===== src/hw/rtl/ssmvc_pkg.sv =====
// Package for the still-sample mean/variance capture block.
// Holds command codes, register indexes, sequencer states and unit request types.
// No dependencies.
`default_nettype none

package ssmvc_pkg;

    localparam int DVD_W     = 48;  // divider dividend and quotient width
    localparam int DIV_LEN_W = 6;   // iteration count field of a divider request
    localparam int M2_W      = 48;
    localparam int LIM_W     = 16;  // configuration register width
    localparam int MEAN_OUT_W = 22;
    localparam int VAR_OUT_W  = 32;
    localparam int CNT_OUT_W  = 16;
    localparam int VAR_SHIFT  = 10;
    localparam int MAG_SHIFT  = 10;

    localparam logic [1:0] CMD_SAMPLE = 2'd0;
    localparam logic [1:0] CMD_BEGIN  = 2'd1;
    localparam logic [1:0] CMD_CANCEL = 2'd2;
    localparam logic [1:0] CMD_FINISH = 2'd3;

    localparam logic [2:0] FACE_LAST = 3'd5;
    localparam logic [2:0] FACE_IDLE = 3'd7;

    localparam logic [2:0] REG_MAX_GYRO  = 3'd0;
    localparam logic [2:0] REG_MIN_ACCEL = 3'd1;
    localparam logic [2:0] REG_MAX_ACCEL = 3'd2;
    localparam logic [2:0] REG_RUN_LIMIT = 3'd3;
    localparam logic [2:0] REG_REQUIRED  = 3'd4;

    typedef enum logic [3:0] {
        S_IDLE,
        S_DECODE,
        S_MUL,
        S_ACC,
        S_CHECK,
        S_ASTART,
        S_AWAIT,
        S_AMUL,
        S_AACC,
        S_MSTART,
        S_MWAIT,
        S_VSTART,
        S_VWAIT,
        S_OUT
    } t_state;

    typedef struct packed {
        logic                 start;
        logic [DIV_LEN_W-1:0] len;
    } t_div_req;

endpackage

`default_nettype wire


===== src/hw/rtl/ssmvc_div.sv =====
// Restoring unsigned divider, one quotient bit per cycle.
// Depends on ssmvc_pkg for the dividend width and the request struct.
`default_nettype none

module ssmvc_div #(
    parameter int DVS_W = 16
) (
    input  wire                            i_clk,
    input  wire                            i_rst_n,
    input  ssmvc_pkg::t_div_req            i_req,
    input  wire [ssmvc_pkg::DVD_W-1:0]     i_dividend,
    input  wire [DVS_W-1:0]                i_divisor,
    output logic                           o_done,
    output logic [ssmvc_pkg::DVD_W-1:0]    o_quot
);

    localparam int DW = ssmvc_pkg::DVD_W;

    logic                              r_busy;
    logic [ssmvc_pkg::DIV_LEN_W-1:0]   r_cnt;
    logic [DW-1:0]                     r_q;
    logic [DVS_W-1:0]                  r_rem;
    logic [DVS_W-1:0]                  r_dvs;
    logic                              r_done;
    logic [DVS_W:0]                    trial;
    logic                              fits;

    always_comb begin
        trial = {r_rem, r_q[DW-1]};
        fits  = trial >= {1'b0, r_dvs};
    end

    always_ff @(posedge i_clk) begin
        if (!i_rst_n) begin
            r_busy <= 1'b0;
            r_done <= 1'b0;
            r_cnt  <= '0;
        end else begin
            r_done <= 1'b0;
            if (i_req.start) begin
                r_busy <= 1'b1;
                r_cnt  <= i_req.len;
            end else if (r_busy) begin
                r_cnt <= r_cnt - 1'b1;
                if (r_cnt == ssmvc_pkg::DIV_LEN_W'(1)) begin
                    r_busy <= 1'b0;
                    r_done <= 1'b1;
                end
            end
        end
    end

    // Align the dividend so its low len bits sit at the top and are consumed MSB first.
    always_ff @(posedge i_clk) begin
        if (i_req.start) begin
            r_q   <= i_dividend << (DW - int'(i_req.len));
            r_rem <= '0;
            r_dvs <= i_divisor;
        end else if (r_busy) begin
            r_q   <= {r_q[DW-2:0], fits};
            r_rem <= fits ? DVS_W'(trial - {1'b0, r_dvs}) : trial[DVS_W-1:0];
        end
    end

    assign o_done = r_done;
    assign o_quot = r_q;

endmodule

`default_nettype wire


===== src/hw/rtl/ssmvc_sqrt.sv =====
// Digit-by-digit integer square root, one root bit per cycle.
// No package dependencies.
`default_nettype none

module ssmvc_sqrt #(
    parameter int VW = 42
) (
    input  wire              i_clk,
    input  wire              i_rst_n,
    input  wire              i_start,
    input  wire [VW-1:0]     i_value,
    output logic             o_busy,
    output logic [VW/2-1:0]  o_root
);

    localparam int RW  = VW / 2;
    localparam int CW  = $clog2(RW + 1);

    logic            r_busy;
    logic [CW-1:0]   r_cnt;
    logic [VW-1:0]   r_val;
    logic [RW+1:0]   r_rem;
    logic [RW-1:0]   r_root;
    logic [RW+2:0]   shifted;
    logic [RW+2:0]   trial;
    logic            fits;

    always_comb begin
        shifted = {r_rem[RW:0], r_val[VW-1:VW-2]};
        trial   = {1'b0, r_root, 2'b01};
        fits    = shifted >= trial;
    end

    always_ff @(posedge i_clk) begin
        if (!i_rst_n) begin
            r_busy <= 1'b0;
            r_cnt  <= '0;
        end else if (i_start) begin
            r_busy <= 1'b1;
            r_cnt  <= CW'(RW);
        end else if (r_busy) begin
            r_cnt <= r_cnt - 1'b1;
            if (r_cnt == CW'(1)) begin
                r_busy <= 1'b0;
            end
        end
    end

    always_ff @(posedge i_clk) begin
        if (i_start) begin
            r_val  <= i_value;
            r_rem  <= '0;
            r_root <= '0;
        end else if (r_busy) begin
            r_val  <= {r_val[VW-3:0], 2'b00};
            r_rem  <= fits ? (RW+2)'(shifted - trial) : shifted[RW+1:0];
            r_root <= {r_root[RW-2:0], fits};
        end
    end

    assign o_busy = r_busy;
    assign o_root = r_root;

endmodule

`default_nettype wire


===== src/hw/rtl/still_sample_mean_variance_capture.sv =====
// Still-sample accelerometer capture for one calibration face.
// Stream in: s_axis_tuser carries the command, s_axis_tdata the face and the
// six IMU axes. Stream out: one transaction per input transaction with flags,
// running means, variances, mean magnitude and counters in m_axis_tdata.
// Configuration: write i_cfg_wdata to register i_cfg_index while i_cfg_wr_en
// is high; write only while no transaction is in flight.
// A sequencer drives one shared multiplier, one serial divider and a serial
// square root. An accepted sample runs the per-axis mean divisions and the
// magnitude mean division on the divider; a completed finish runs three 48-bit
// divisions of M2 by n-1.
// s_axis_tready is high only while the sequencer is idle; a new transaction
// may enter while the previous result still waits on m_axis_tready, and the
// sequencer holds before its output stage until the slot is free.
// Reset disarms the block, clears all accumulation and loads the register
// defaults; no output transaction is pending after reset.
`default_nettype none

module still_sample_mean_variance_capture #(
    parameter int SAMPLE_BITS = 16,
    parameter int COUNT_BITS  = 16
) (
    input  wire          i_clk,
    input  wire          i_rst_n,
    input  wire          i_cfg_wr_en,
    input  wire [2:0]    i_cfg_index,
    input  wire [15:0]   i_cfg_wdata,
    input  wire          s_axis_tvalid,
    output logic         s_axis_tready,
    // face[2:0] accel_x[18:3] accel_y[34:19] accel_z[50:35]
    // gyro_x[66:51] gyro_y[82:67] gyro_z[98:83], zero [103:99]
    input  wire [103:0]  s_axis_tdata,
    // cmd[1:0]
    input  wire [1:0]    s_axis_tuser,
    output logic         m_axis_tvalid,
    input  wire          m_axis_tready,
    // ok[0] capture_done[1] face_out[4:2] mean_x[26:5] mean_y[48:27]
    // mean_z[70:49] var_x[102:71] var_y[134:103] var_z[166:135]
    // mean_magnitude[188:167] accepted_count[204:189] rejected_count[220:205]
    // zero [223:221]
    output logic [223:0] m_axis_tdata
);

    localparam int SB    = SAMPLE_BITS;
    localparam int CB    = COUNT_BITS;
    localparam int MW    = SB + 5;              // axis mean, 2^-16 g
    localparam int DW    = SB + 6;              // deltas and multiplier operands
    localparam int PW    = 2 * DW;
    localparam int SQW   = 2 * SB;              // sum of three squares
    localparam int LW    = (SQW > 32) ? SQW : 32;
    localparam int VW    = SQW + ssmvc_pkg::MAG_SHIFT;
    localparam int RW    = VW / 2;              // magnitude root
    localparam int CMPW  = (CB > 16) ? CB : 16;
    localparam int SUMW  = ((PW > ssmvc_pkg::M2_W) ? PW : ssmvc_pkg::M2_W) + 1;
    localparam int DVD_W = ssmvc_pkg::DVD_W;
    localparam logic [ssmvc_pkg::DIV_LEN_W-1:0] MEAN_LEN =
        ssmvc_pkg::DIV_LEN_W'(SB + 5);
    localparam logic [ssmvc_pkg::DIV_LEN_W-1:0] VAR_LEN =
        ssmvc_pkg::DIV_LEN_W'(DVD_W);

    ssmvc_pkg::t_state r_state, n_state;

    logic [15:0] r_cfg_gyro, r_cfg_amin, r_cfg_amax, r_cfg_run, r_cfg_req;

    logic [1:0]           r_cmd;
    logic [2:0]           r_face_in;
    logic signed [SB-1:0] r_a [3];
    logic signed [SB-1:0] r_g [3];
    logic [3:0]           r_idx;
    logic [SQW-1:0]       r_asq, r_gsq;
    logic [31:0]          r_lg, r_lmin, r_lmax;
    logic signed [PW-1:0] r_prod;
    logic signed [DW-1:0] r_d;

    logic                 r_armed;
    logic [2:0]           r_armed_face;
    logic [CB-1:0]        r_accepted, r_rejected, r_run;
    logic signed [MW-1:0] r_mean [3];
    logic [ssmvc_pkg::M2_W-1:0] r_m2 [3];
    logic [RW-1:0]        r_magmean;
    logic                 r_ok;
    logic [31:0]          r_var [3];

    logic                 r_mvalid;
    logic [223:0]         r_mdata;

    logic                 s_acc;
    logic                 out_free;
    logic                 done_now;
    logic                 pass;
    logic [1:0]           ax;
    logic signed [DW-1:0] x_sel, mean_sel, d_now, op_a, op_b, q_s, diff_now;
    logic [DW-1:0]        d_abs;
    logic [SUMW-1:0]      m2_sum;
    logic [CB-1:0]        acc_inc, run_inc, rej_inc;
    logic                 run_clear;
    ssmvc_pkg::t_div_req  div_req;
    logic [DVD_W-1:0]     div_dvd;
    logic [CB-1:0]        div_dvs;
    logic                 div_done;
    logic [DVD_W-1:0]     div_q;
    logic                 sqrt_start;
    logic                 sqrt_busy;
    logic [RW-1:0]        sqrt_root;
    logic [63:0]          mx [3];
    logic [63:0]          mag64, acc64, rej64;
    logic [DW:0]          limit_ext;

    assign s_axis_tready = (r_state == ssmvc_pkg::S_IDLE);
    assign s_acc         = s_axis_tvalid && s_axis_tready;
    assign out_free      = !r_mvalid || m_axis_tready;
    assign done_now      = r_armed && (CMPW'(r_accepted) >= CMPW'(r_cfg_req));
    assign ax            = r_idx[1:0];

    always_comb begin
        x_sel    = DW'(signed'({r_a[ax], 5'b00000}));
        mean_sel = DW'(r_mean[ax]);
        d_now    = x_sel - mean_sel;
        diff_now = DW'({1'b0, sqrt_root}) - DW'({1'b0, r_magmean});
        d_abs    = r_d[DW-1] ? DW'(-r_d) : DW'(r_d);
        q_s      = DW'({1'b0, div_q[DW-2:0]});
        if (r_d[DW-1]) begin
            q_s = -q_s;
        end
        pass = (LW'(r_gsq) <= LW'(r_lg)) && (LW'(r_asq) >= LW'(r_lmin)) &&
               (LW'(r_asq) <= LW'(r_lmax));
        acc_inc = (r_accepted == '1) ? r_accepted : r_accepted + 1'b1;
        rej_inc = (r_rejected == '1) ? r_rejected : r_rejected + 1'b1;
        run_inc = (r_run == '1) ? r_run : r_run + 1'b1;
        run_clear = (r_cfg_run != 16'd0) && (r_accepted != '0) &&
                    (CMPW'(run_inc) >= CMPW'(r_cfg_run));
        m2_sum = SUMW'(r_m2[ax]) + SUMW'(unsigned'(r_prod));
    end

    // Operand select for the shared multiplier.
    always_comb begin
        op_a = '0;
        op_b = '0;
        limit_ext = '0;
        if (r_state == ssmvc_pkg::S_AMUL) begin
            op_a = r_d;
            op_b = d_now;
        end else if (r_idx < 4'd3) begin
            op_a = DW'(r_a[ax]);
            op_b = op_a;
        end else if (r_idx < 4'd6) begin
            op_a = DW'(r_g[2'(r_idx - 4'd3)]);
            op_b = op_a;
        end else begin
            case (r_idx)
                4'd6:    limit_ext = (DW+1)'(r_cfg_gyro);
                4'd7:    limit_ext = (DW+1)'(r_cfg_amin);
                default: limit_ext = (DW+1)'(r_cfg_amax);
            endcase
            op_a = signed'(limit_ext[DW-1:0]);
            op_b = op_a;
        end
    end

    always_comb begin
        n_state    = r_state;
        div_req    = '0;
        div_dvd    = DVD_W'(d_abs);
        div_dvs    = r_accepted;
        sqrt_start = 1'b0;
        case (r_state)
            ssmvc_pkg::S_IDLE: begin
                if (s_acc) n_state = ssmvc_pkg::S_DECODE;
            end
            ssmvc_pkg::S_DECODE: begin
                case (r_cmd)
                    ssmvc_pkg::CMD_SAMPLE:
                        n_state = r_armed ? ssmvc_pkg::S_MUL : ssmvc_pkg::S_OUT;
                    ssmvc_pkg::CMD_FINISH:
                        n_state = (done_now && r_accepted >= CB'(2)) ?
                                  ssmvc_pkg::S_VSTART : ssmvc_pkg::S_OUT;
                    default: n_state = ssmvc_pkg::S_OUT;
                endcase
            end
            ssmvc_pkg::S_MUL: n_state = ssmvc_pkg::S_ACC;
            ssmvc_pkg::S_ACC: begin
                n_state = (r_idx == 4'd8) ? ssmvc_pkg::S_CHECK : ssmvc_pkg::S_MUL;
            end
            ssmvc_pkg::S_CHECK: begin
                if (pass) begin
                    sqrt_start = 1'b1;
                    n_state    = ssmvc_pkg::S_ASTART;
                end else begin
                    n_state = ssmvc_pkg::S_OUT;
                end
            end
            ssmvc_pkg::S_ASTART: begin
                div_req.start = 1'b1;
                div_req.len   = MEAN_LEN;
                div_dvd       = DVD_W'(d_now[DW-1] ? DW'(-d_now) : DW'(d_now));
                n_state       = ssmvc_pkg::S_AWAIT;
            end
            ssmvc_pkg::S_AWAIT: begin
                if (div_done) n_state = ssmvc_pkg::S_AMUL;
            end
            ssmvc_pkg::S_AMUL: n_state = ssmvc_pkg::S_AACC;
            ssmvc_pkg::S_AACC: begin
                n_state = (r_idx == 4'd2) ? ssmvc_pkg::S_MSTART : ssmvc_pkg::S_ASTART;
            end
            ssmvc_pkg::S_MSTART: begin
                if (!sqrt_busy) begin
                    div_req.start = 1'b1;
                    div_req.len   = MEAN_LEN;
                    div_dvd       = DVD_W'(diff_now[DW-1] ? DW'(-diff_now) :
                                           DW'(diff_now));
                    n_state       = ssmvc_pkg::S_MWAIT;
                end
            end
            ssmvc_pkg::S_MWAIT: begin
                if (div_done) n_state = ssmvc_pkg::S_OUT;
            end
            ssmvc_pkg::S_VSTART: begin
                div_req.start = 1'b1;
                div_req.len   = VAR_LEN;
                div_dvd       = r_m2[ax];
                div_dvs       = r_accepted - 1'b1;
                n_state       = ssmvc_pkg::S_VWAIT;
            end
            ssmvc_pkg::S_VWAIT: begin
                if (div_done) begin
                    n_state = (r_idx == 4'd2) ? ssmvc_pkg::S_OUT : ssmvc_pkg::S_VSTART;
                end
            end
            ssmvc_pkg::S_OUT: begin
                if (out_free) n_state = ssmvc_pkg::S_IDLE;
            end
            default: n_state = ssmvc_pkg::S_IDLE;
        endcase
    end

    always_ff @(posedge i_clk) begin
        if (!i_rst_n) begin
            r_state <= ssmvc_pkg::S_IDLE;
        end else begin
            r_state <= n_state;
        end
    end

    always_ff @(posedge i_clk) begin
        if (!i_rst_n) begin
            r_cfg_gyro <= 16'd80;
            r_cfg_amin <= 16'd1843;
            r_cfg_amax <= 16'd2253;
            r_cfg_run  <= 16'd10;
            r_cfg_req  <= 16'd200;
        end else if (i_cfg_wr_en) begin
            case (i_cfg_index)
                ssmvc_pkg::REG_MAX_GYRO:  r_cfg_gyro <= i_cfg_wdata;
                ssmvc_pkg::REG_MIN_ACCEL: r_cfg_amin <= i_cfg_wdata;
                ssmvc_pkg::REG_MAX_ACCEL: r_cfg_amax <= i_cfg_wdata;
                ssmvc_pkg::REG_RUN_LIMIT: r_cfg_run  <= i_cfg_wdata;
                ssmvc_pkg::REG_REQUIRED:  r_cfg_req  <= i_cfg_wdata;
                default: ;
            endcase
        end
    end

    // Input capture and the multiplier register; payload, no reset.
    always_ff @(posedge i_clk) begin
        if (s_acc) begin
            r_cmd     <= s_axis_tuser;
            r_face_in <= s_axis_tdata[2:0];
            for (int i = 0; i < 3; i++) begin
                r_a[i] <= signed'(s_axis_tdata[3 + 16*i +: SB]);
                r_g[i] <= signed'(s_axis_tdata[51 + 16*i +: SB]);
            end
        end
        r_prod <= op_a * op_b;
        if (r_state == ssmvc_pkg::S_ACC) begin
            if (r_idx < 4'd3)      r_asq <= r_asq + r_prod[SQW-1:0];
            else if (r_idx < 4'd6) r_gsq <= r_gsq + r_prod[SQW-1:0];
            else if (r_idx == 4'd6) r_lg <= r_prod[31:0];
            else if (r_idx == 4'd7) r_lmin <= r_prod[31:0];
            else                    r_lmax <= r_prod[31:0];
        end else if (r_state == ssmvc_pkg::S_DECODE) begin
            r_asq <= '0;
            r_gsq <= '0;
        end
        if (r_state == ssmvc_pkg::S_ASTART) begin
            r_d <= d_now;
        end else if (r_state == ssmvc_pkg::S_MSTART) begin
            r_d <= diff_now;
        end
    end

    always_ff @(posedge i_clk) begin
        if (!i_rst_n) begin
            r_idx        <= '0;
            r_armed      <= 1'b0;
            r_armed_face <= ssmvc_pkg::FACE_IDLE;
            r_accepted   <= '0;
            r_rejected   <= '0;
            r_run        <= '0;
            r_magmean    <= '0;
            r_ok         <= 1'b0;
            for (int i = 0; i < 3; i++) begin
                r_mean[i] <= '0;
                r_m2[i]   <= '0;
                r_var[i]  <= '0;
            end
        end else begin
            case (r_state)
                ssmvc_pkg::S_IDLE: begin
                    if (s_acc) begin
                        r_ok  <= 1'b0;
                        r_idx <= '0;
                        for (int i = 0; i < 3; i++) r_var[i] <= '0;
                    end
                end
                ssmvc_pkg::S_DECODE: begin
                    case (r_cmd)
                        ssmvc_pkg::CMD_BEGIN: begin
                            if (r_face_in <= ssmvc_pkg::FACE_LAST) begin
                                r_armed      <= 1'b1;
                                r_armed_face <= r_face_in;
                                r_rejected   <= '0;
                                r_accepted   <= '0;
                                r_run        <= '0;
                                r_magmean    <= '0;
                                for (int i = 0; i < 3; i++) begin
                                    r_mean[i] <= '0;
                                    r_m2[i]   <= '0;
                                end
                            end
                        end
                        ssmvc_pkg::CMD_CANCEL: begin
                            r_armed      <= 1'b0;
                            r_armed_face <= ssmvc_pkg::FACE_IDLE;
                        end
                        ssmvc_pkg::CMD_FINISH: begin
                            if (done_now && r_accepted < CB'(2)) begin
                                r_ok         <= (r_accepted != '0);
                                r_armed      <= 1'b0;
                                r_armed_face <= ssmvc_pkg::FACE_IDLE;
                            end
                        end
                        default: ;
                    endcase
                end
                ssmvc_pkg::S_ACC: begin
                    r_idx <= (r_idx == 4'd8) ? 4'd0 : r_idx + 1'b1;
                end
                ssmvc_pkg::S_CHECK: begin
                    if (pass) begin
                        r_run      <= '0;
                        r_accepted <= acc_inc;
                    end else begin
                        r_rejected <= rej_inc;
                        r_run      <= run_inc;
                        // Drop the accumulation on a long reject run.
                        if (run_clear) begin
                            r_accepted <= '0;
                            r_run      <= '0;
                            r_magmean  <= '0;
                            for (int i = 0; i < 3; i++) begin
                                r_mean[i] <= '0;
                                r_m2[i]   <= '0;
                            end
                        end
                    end
                end
                ssmvc_pkg::S_AWAIT: begin
                    if (div_done) begin
                        r_mean[ax] <= MW'(mean_sel + q_s);
                    end
                end
                ssmvc_pkg::S_AACC: begin
                    r_m2[ax] <= (m2_sum > SUMW'({ssmvc_pkg::M2_W{1'b1}})) ?
                                '1 : m2_sum[ssmvc_pkg::M2_W-1:0];
                    r_idx    <= (r_idx == 4'd2) ? 4'd0 : r_idx + 1'b1;
                end
                ssmvc_pkg::S_MWAIT: begin
                    if (div_done) begin
                        r_magmean <= RW'(DW'({1'b0, r_magmean}) + q_s);
                        r_ok      <= 1'b1;
                    end
                end
                ssmvc_pkg::S_VWAIT: begin
                    if (div_done) begin
                        r_var[ax] <= (div_q[DVD_W-1:ssmvc_pkg::VAR_SHIFT+32] != '0) ?
                                     32'hFFFF_FFFF :
                                     div_q[ssmvc_pkg::VAR_SHIFT +: 32];
                        r_idx     <= r_idx + 1'b1;
                        if (r_idx == 4'd2) begin
                            r_ok         <= 1'b1;
                            r_armed      <= 1'b0;
                            r_armed_face <= ssmvc_pkg::FACE_IDLE;
                        end
                    end
                end
                default: ;
            endcase
        end
    end

    always_comb begin
        for (int i = 0; i < 3; i++) begin
            mx[i] = 64'(r_mean[i]);
        end
        mag64 = 64'(r_magmean);
        acc64 = 64'(r_accepted);
        rej64 = 64'(r_rejected);
    end

    always_ff @(posedge i_clk) begin
        if (!i_rst_n) begin
            r_mvalid <= 1'b0;
        end else if (r_state == ssmvc_pkg::S_OUT && out_free) begin
            r_mvalid <= 1'b1;
        end else if (m_axis_tready) begin
            r_mvalid <= 1'b0;
        end
    end

    always_ff @(posedge i_clk) begin
        if (r_state == ssmvc_pkg::S_OUT && out_free) begin
            r_mdata <= {3'b000,
                        (rej64 > 64'hFFFF) ? 16'hFFFF : rej64[15:0],
                        (acc64 > 64'hFFFF) ? 16'hFFFF : acc64[15:0],
                        mag64[21:0],
                        r_var[2], r_var[1], r_var[0],
                        mx[2][21:0], mx[1][21:0], mx[0][21:0],
                        r_armed ? r_armed_face : ssmvc_pkg::FACE_IDLE,
                        done_now, r_ok};
        end
    end

    assign m_axis_tvalid = r_mvalid;
    assign m_axis_tdata  = r_mdata;

    ssmvc_div #(
        .DVS_W(CB)
    ) u_div (
        .i_clk      (i_clk),
        .i_rst_n    (i_rst_n),
        .i_req      (div_req),
        .i_dividend (div_dvd),
        .i_divisor  (div_dvs),
        .o_done     (div_done),
        .o_quot     (div_q)
    );

    ssmvc_sqrt #(
        .VW(VW)
    ) u_sqrt (
        .i_clk   (i_clk),
        .i_rst_n (i_rst_n),
        .i_start (sqrt_start),
        .i_value ({r_asq, {ssmvc_pkg::MAG_SHIFT{1'b0}}}),
        .o_busy  (sqrt_busy),
        .o_root  (sqrt_root)
    );

    a_empty_accum: assert property (@(posedge i_clk) disable iff (!i_rst_n)
        (r_accepted == '0) |-> (r_magmean == '0 && r_m2[0] == '0 &&
                                r_m2[1] == '0 && r_m2[2] == '0))
        else $error("accumulation not empty with zero accepted samples");

    a_done_armed: assert property (@(posedge i_clk) disable iff (!i_rst_n)
        (m_axis_tvalid && m_axis_tdata[1]) |-> (m_axis_tdata[4:2] != ssmvc_pkg::FACE_IDLE))
        else $error("capture done reported while idle");

    a_var_ok: assert property (@(posedge i_clk) disable iff (!i_rst_n)
        (m_axis_tvalid && (m_axis_tdata[102:71] != '0 || m_axis_tdata[134:103] != '0))
        |-> m_axis_tdata[0])
        else $error("variance output without successful finish");

    a_div_idle: assert property (@(posedge i_clk) disable iff (!i_rst_n)
        (r_state == ssmvc_pkg::S_IDLE) |-> !div_done)
        else $error("divider finished outside a transaction");

endmodule

`default_nettype wire


===== config.mk =====
export PLATFORM = sky130hd
export DESIGN_NAME = still_sample_mean_variance_capture
export DESIGN_NICKNAME = d
export VERILOG_FILES = /design/src/hw/rtl/ssmvc_pkg.sv /design/src/hw/rtl/ssmvc_div.sv /design/src/hw/rtl/ssmvc_sqrt.sv /design/src/hw/rtl/still_sample_mean_variance_capture.sv
export SDC_FILE = /design/constraint.sdc
export NUM_CORES = 2
export LEC_CHECK = 0
export BUFFER_PORTS_ARGS = -buffer_cell sky130_fd_sc_hd__buf_2
export CAP_MARGIN = 25
export CORE_ASPECT_RATIO = 1.4
export CORE_MARGIN = 2
export CORE_UTILIZATION = 46
export CTS_CLUSTER_DIAMETER = 120
export CTS_CLUSTER_SIZE = 40
export DETAILED_ROUTE_END_ITERATION = 10
export PLACE_DENSITY_LB_ADDON = 0.25
export SLEW_MARGIN = 0
export SYNTH_ARGS = -nofsm -noshare
export SYNTH_HDL_FRONTEND = slang
export SYNTH_SLANG_ARGS = --single-unit

===== constraint.sdc =====
create_clock -name i_clk -period 29.6 [get_ports i_clk]
set_clock_uncertainty 0.15 [all_clocks]
set_input_delay 0 -clock i_clk [delete_from_list [all_inputs] [get_ports i_clk]]
set_output_delay 0 -clock i_clk [all_outputs]
set_load 0.01 [all_outputs]

==> run metrics <==
Root Buffer clkbuf_16; Tmin final 13090 ps; critical path data required time 29910 ps; Hold Path Stages 4; Crit Path Class flip-flop to flip-flop; number of CTS-inserted buffers 41; Unique masters post-synth 96; Die Area 181300 sq um; top post-synthesis cells by count edfxtp_1 (968), inv_1 (902), nand2_1 (901); Synth Area in XOR/XNOR 3.703%; clock tree buffer depth 3; crit start category flip-flop; PostCTS Resize Cnt 0; routed vias/inst 5.715; asr flop ratio synth 0%; post-synth design cell area 81830 sq um; register area share after synthesis 42.42%; number of max-cap violations 0; CTS Hold Bufs 253; Clk Latency, worst-skew pair 730 ps; Sink Count 1250; htree depth 2; Worst Reg2Reg Path Length in Cells 35; gp weighted congestion 0.9790; io pins 356; Post-CTS Setup Inserts 0; status finished, final reports clean; RSZ-0062 raised after global routing no; mux contribution to synthesized area 3.648%; global route overflow 0; Yosys top cell area share 35.52%; Arr. time, crit path 13400 ps; synth warn 0; via count 61270; post-route ant nets 0; Fin. Hold Viols 0; largest cells by area after synthesis edfxtp_1 (36%), fa_1 (12%), ha_1 (7.8%), dfxtp_1 (6.9%), inv_1 (4.1%); Worst Path Max Fanout 38; Worst Slack Setup Final 16510 ps; dpl hpwl 182500 um; Critical Path End Type flip-flop; Core Box Area 177200 sq um; Post-Synth Simple-Gate Area 13.37%; placed standard-cell area 86410 sq um; initial antenna violation count 5; cells after synthesis 7922; multi-input logic area 42670 sq um; Crit-path slowest cell dfxtp_4; Mapped Avg Cell Area 10.33 sq um; Slew Viols, Final 0; y dimension of the die 503.1 um; Critical Path Max Stage Delay 950 ps; drt drc 0; initial core utilization 46.18%; Final Setup Violations 0; Post-synth top flop edfxtp_1; # rows 183; Synth Area in Adders 20.19%; port buffer count 346; first-pass GRT wire length 369200 um; Slew @ Worst Pin 1246 ps; DP Worst Slack 16720 ps; pin count of the biggest net entering global routing 85; Compound-Gate Fraction of Synth Area 10.92%; Synth area leader edfxtp_1; Design Area, Final 90400 sq um; gr usage total 26.61%; vias in the first global route 61650; Initial DRC Count 5236; flops & latches, synth 1250; Critical Path Most Common Cell fa_1; CTS tree yes; Worst slew margin 15.88%; Final period util 44.22%; chip width 360.5 um; Seq. cell area 34720 sq um; First-pass DRT Iterations 7; routed len/inst 22.76 um; Worst Hold Class input port to flip-flop; setup tns final 0 ps; area growth from synthesis to final layout 10.47%; Post-synth EDFFs 968; CTS clk-pin slew, worst paths 140 ps; nets@finish 9522; most frequent cell after synthesis edfxtp_1; Fillers 15910; total detailed-routing wirelength 244000 um; f_max 0.07639 GHz; layout cell share with drive strength beyond 1 8.658%; largest family of logic cells by synthesized area adder cells; hold path startpoint i_cfg_wdata[0]
## routing by layer
| metal | vias to the layer above | part of all wire, % | wire length (um) | GRT usage, % |
|---|---|---|---|---|
| li1 | 28110 | - | - | - |
| met1 | 30510 | 39 | 95660 | 33.08 |
| met2 | 2162 | 49 | 119500 | 45.94 |
| met3 | 481 | 6.2 | 15050 | 3.234 |
| met4 | 4 | 5.7 | 13850 | 13.13 |
| met5 | - | 0.011 | 27 | 0 |
## area by class of cell
cell class	instances	share of cell area, %
Antenna cell	1	0.002768
Clock buffer	62	1.233
Clock inverter	13	0.2796
Inverter	906	3.763
Multi-Input combinational cell	5442	47.20
Sequential cell	1250	38.41
Tap cell	2312	3.200
Timing Repair Buffer	735	5.911
## worst paths after layout
kind                                     endpoint  slack, ps
worst max-delay path                   r_prod[42]      16510
worst min-delay path                 r_cfg_run[0]         30
worst max register to register         r_prod[42]      16510
worst min register to register  m_axis_tdata[113]        280
## worst max-delay path, delay by kind of cell (launching register included)
family          cells  cell delay, ps
flops               1             950
buf+inv             2             100
fa+ha+maj           9            4610
compound gates     16            4590
xor+xnor            1             470
simple gates        5            1460
mux                 2             420
## registers in the layout, summed over array words and instances (netlist names), 44 cells and up, named ones only
register,cells
r_a,48
r_m2,192
r_mean,84
m_axis_tdata,217
r_var,96
r_prod,44
u_div.o_quot,48
r_g,48
## layout by cell type, fill, tap and decap left out, types with 47 or more instances in the layout
cell,count
nand2b_1,48
dlygate4sd3_1,253
o21ai_0,270
ha_1,508
and3_1,50
dfxtp_1,279
nand3_1,119
buf_2,353
nor2_1,883
a31oi_1,52
buf_4,120
edfxtp_1,968
a211oi_1,82
fa_1,508
a21o_1,140
a21oi_1,394
o211ai_1,47
mux2i_1,104
nor3_1,107
xor2_1,145
o21a_1,55
nor2b_1,62
nand4_1,59
nand2_1,890
mux4_2,67
inv_1,901
xnor2_1,201
## cell families after synthesis
logic type,count (synthesis)
mux,207
flops,1250
other cells,1
compound gates,1388
xor+xnor,346
buf+inv,1233
fa+ha+maj,1016
simple gates,2481
## metrics by stage
step,util (%),hold WS [ps],std cells
global placement,48.70,27.01,10380
CTS,50.96,0.9739,10720
floorplan,-,-51.13,7925
detailed placement,48.76,28.09,10390
global route,51.01,39.16,10720
finish,51.01,29.33,10720
Power is not shown: default switching activity piles up to over one toggle a cycle in this logic, so the estimate is an artifact.
